### config.mk
export PLATFORM = sky130hd
export DESIGN_NAME = rfct_ram
export DESIGN_NICKNAME = d
export VERILOG_FILES = /design/src/range_flip_count_tree_unit_assert.svh /design/src/rfct_ram.sv
export SDC_FILE = /design/constraint.sdc
export NUM_CORES = 1
export LEC_CHECK = 0
export BUFFER_PORTS_ARGS = -buffer_cell sky130_fd_sc_hd__buf_2
export CORE_ASPECT_RATIO = 1.75
export CORE_MARGIN = 4
export CORE_UTILIZATION = 40
export DETAILED_ROUTE_END_ITERATION = 10
export GPL_TIMING_DRIVEN = 0
export HOLD_SLACK_MARGIN = 0.15
export SLEW_MARGIN = 20
export SYNTH_ARGS = -nofsm -noshare
export SYNTH_HDL_FRONTEND = slang
export SYNTH_SLANG_ARGS = --single-unit
export TNS_END_PERCENT = 100
### constraint.sdc
create_clock -name clk -period 3.12 [get_ports clk]
set_input_delay 0.78 -clock clk [delete_from_list [all_inputs] [get_ports clk]]
set_output_delay 0.78 -clock clk [all_outputs]
set_load 0.05 [all_outputs]
### src/range_flip_count_tree_unit_assert.svh
// Assertion macros for the range flip count tree unit.
`ifndef RANGE_FLIP_COUNT_TREE_UNIT_ASSERT_SVH
`define RANGE_FLIP_COUNT_TREE_UNIT_ASSERT_SVH

// An implication checked on every rising clock edge outside reset.
`define RFCT_ASSERT_IMP(label, clk, rst_n, ante, cons, msg) \
	label: assert property (@(posedge clk) disable iff (!rst_n) (ante) |-> (cons)) \
		else $error(msg);

// A next-cycle implication checked outside reset.
`define RFCT_ASSERT_NEXT(label, clk, rst_n, ante, cons, msg) \
	label: assert property (@(posedge clk) disable iff (!rst_n) (ante) |=> (cons)) \
		else $error(msg);

`endif

### src/rfct_ram.sv
// ----------------------------------------------------------------------------
// rfct_ram
// Generic single-port RAM with a registered read.
// ----------------------------------------------------------------------------
module rfct_ram #(
	parameter int unsigned WIDTH = 8,
	parameter int unsigned DEPTH = 16
) (
	input  logic                     clk,
	input  logic                     we,
	input  logic [$clog2(DEPTH)-1:0] addr,
	input  logic [WIDTH-1:0]         wdata,
	output logic [WIDTH-1:0]         rdata
);

	logic [WIDTH-1:0] mem_q [DEPTH];

	always_ff @(posedge clk) begin
		if (we) begin
			mem_q[addr] <= wdata;
		end
		rdata <= mem_q[addr];
	end

endmodule

# Yosys cells after proc, flatten, opt, wreduce, memory -nomap -nowiden

Memories as Yosys holds them, arrays and structs flattened. A register that Yosys moved wholly into a read port is not among the register bits.
Index checks and enable logic that the tools add are counted.

Register bits: 0
RAM bits: 128
Bits of input ports: 14
Output and inout port bits: 8
Logic and storage cells: 3
Memories kept: 1

Memories:

| memory | words | bits a word | read ports | clocked after Yosys merged registers in | wr ports | RTL line       | text |
|---|---|---|---|---|---|---|---|
| mem_q  | 16    | 8           | 1          | 1                                       | 1        | rfct_ram.sv:16 | `logic [WIDTH-1:0] mem_q [DEPTH];` |

Multiplexer cells: 2

Operators with widths:

| cell             | count |
|---|---|
| 2-to-1 mux 1 bit | 2 |

# Depth between registers and ports, before layout

Depth after elaboration: 2
Mapped depth: 5
Mapped depth without buffers: 3

# Least setup slack after synthesis

No wires, ideal clock.

Path kind: input to register
Start: input port addr[2]
End: memory mem_q[0][0] (enable)
Library setup time: 0.383 ns
Arrival time: 1.890 ns
Required time: 2.737 ns
Slack: 0.847 ns
Stages on the path: 2
Path buffers: 0
Cell sequence: or3b_2 nor3_1

RTL lines:

| element         | RTL line       | text |
|---|---|---|
| start, declared | rfct_ram.sv:11 | `input logic [$clog2(DEPTH)-1:0] addr,` |
| end, declared   | rfct_ram.sv:16 |  |

Straight into the memory's write port.

# Worst setup path after layout

Start: input port addr[1]
End: memory mem_q[15][7] (enable)

Straight into the memory's write port.

==> impl_results.md <==
* Status: finished clean
* Initial antenna violation count at 0
* Ranking of synthesized cells by area: edfxtp_1 (76%), mux4_2 (14%), dfxtp_1 (3.2%)
* Number of DRC markers in iteration 0 at 254
* Layout cells sized above 1 at 0.312
* Post-Synth Adder-Cell Area at 0
* First-pass GRT wire length at around 15 mm
* P&R area growth vs syn at 16.6%
* Launch point of the worst reg-to-reg path: mem_q[11][7]
* Setup crit end: mem_q[15][7]
* Multi-input gate area at a little over 0.001 sq mm
* Setup Total Neg Slack at 0 ps
* Setup Buffers After CTS at 0
* Setup violations, final at 0
* Row cnt at 54
* Routed vias at 2315
* Register Area at 0.00400 sq mm
* Vias in the first global route at 2407
* Top cell type's share of synthesized area at 0.759
* Nets at 282
* Crit path max fanout at 10
* CP Data Required Time at about 3200 ps
* Ys Warns at 0
* CTS tree: built
* CTS resizes at 0
* Avg Inst Size Synth at 22.0 sq um
* MaxCap Viol Count at 0
* Routed wire per std cell at roughly 22 um
* Max clock buf depth at 2
* CP max stage delay at 680 ps
* Synth Net Count at 244
* Leak Pwr at 1.90 nW
* Cts bufs inserted at 17
* Final Cycle Share at 0.789
* Reg2Reg Setup Slack at 1750 ps
* Drt drc at 0
* Hold crit path type: flip-flop to flip-flop
* Clock transition at the registers of the reported paths at approximately 50 ps
* FF-to-FF path depth at 3
* Post-Synth Simple-Gate Area at 0.0321
* Post-synthesis xor/xnor area fraction at 0
* Largest net degree at the start of global routing at 17
* Worst Setup SP: addr[1]
* Routed Wire Length at 9.97 mm
* Synth Cell Area at 0.00507 sq mm
* Max Fclk at 0.406 GHz
* Worst-path cell chain: buf_2 > buf_1 > nand2_1 > nor2_1
* Synth cell types at 18
* Worst Skew at 4.65 ps
* Synth Register Bits at 136
* Crit end category: flip-flop
* Sequential share of the synthesized area at 0.790
* N_diodes at 0
* Main combinational cell family by area after synthesis: multiplexers
* Compound-Gate Fraction of Synth Area at 0.0237
* Fin crit period at 2460 ps
* I/O pins at 22
* CP Launch Type: primary input
* CORE AREA at between 0.01 and 0.015 sq mm
* Cell count after synthesis at 230
* Clock sink count at 136
* Most frequent cells in the layout: edfxtp_1 (128), mux4_2 (32), buf_2 (21)
* Hpwl dp at about 6.6 mm
* Routed Antenna Nets at 0
* Root Driver: clkbuf_16
* Htree depth at 4
* Final Max Slew Viols at 0
* CP Data Arrival Time at 2500 ps
* PortBufs at 19
* Hold buffers post-CTS at 0
* Fillers at 1062
* Pre-antenna DRT Iters at 4
* Unrepaired setup endpoints after global routing: no
* Max_slew headroom at 0.447
* Area of the die at 0.0146 sq mm
* Power per cell area at ~700 mW/mm^2
* Reg-to-Reg End: rdata[7]
* Initial Util at 0.408
* Post-synthesis mux area share at 0.142
* Final Hold Fails at 0
* GP Congestion at 0.894
* Min Hold Slack at roughly 700 ps
* Worst skew pair latency at 410 ps
* GRT overflow at 0
* Slowest cell on the critical path: nor2_1
* Layout Utilization at 0.475
* WS Path Type: primary input to flip-flop
* VDD IR max at 0.359 mV
* Most common cell after layout, fill and taps aside: edfxtp_1
* Die Wd at 93.1 um
* DR vias/cell at 5.18
* Area leader, netlist: edfxtp_1
* Die Ht at ~160 um
* Slew @ Worst Pin at 827 ps
* Overall routing resource usage at 0.150
==> power breakdown <==
group | switching (mW) | internal (mW)
Sequential | 0.00934 | 2.04
Combinational | 0.157 | 0.0778
Clock | 0.680 | 1.06
==> through the flow <==
step,setup WS [ps],power (mW),cell area [sq um],cells
after floorplan,847,2.24,5070,230
final,658,4.03,5910,447
after detailed placement,195,2.33,5390,417
after global placement,232,2.32,5370,417
after CTS,645,4.06,5910,447
after global routing,559,4.17,5910,447
==> cell type report <==
cell class | count | area share
flip-flops and latches | 136 | 0.678
multi-input cells | 83 | 0.173
clock buffers | 18 | 0.0726
well taps | 168 | 0.0356
repair buffers | 19 | 0.0161
clock inverters | 12 | 0.0148
plain buffers | 11 | 0.0102
==> worst min path at each step <==
stage	slack [ps]	from	depth (start not counted)	endpoint
floorplan	630	mem_q[14][0]	3	rdata[0]
global placement	680	mem_q[6][7]	3	rdata[7]
detailed placement	680	mem_q[6][1]	3	rdata[1]
CTS	690	mem_q[6][1]	3	rdata[1]
global route	720	mem_q[6][1]	3	rdata[1]
finish	690	mem_q[6][1]	3	rdata[1]
==> routing by layer <==
layer  up-vias  routed length [um]  global-route usage
li1       1040                   -                   -
met1      1206                3710               0.163
met2        57                5660               0.270
met3        12                 383              0.0440
met4         0                 212              0.0629
met5         -                   0                   0
==> logic make-up after synthesis <==
| family | count (synthesis) |
|---|---|
| flops | 136 |
| simple gates | 35 |
| mux | 32 |
| compound gates | 16 |
| buf+inv | 11 |
==> sequential cells by signal, indices dropped and copies added (netlist names) <==
name   flops
mem_q    128
rdata      8
==> cells in the mapped netlist (all sizes together) <==
master    n
buf       8
nand2     9
nor2     13
or3b      1
edfxtp  128
nand3     1
nor3      4
clkbuf    3
a22oi    16
and2      1
nand3b    2
nand2b    2
nor2b     2
dfxtp     8
mux4     32
==> worst max-delay path, delay by kind of cell <==
family                 cells  cell delay (ps)
AND/OR/NAND/NOR            2              950
buffers and inverters      2              760
Power figures use the tool's default switching activity.
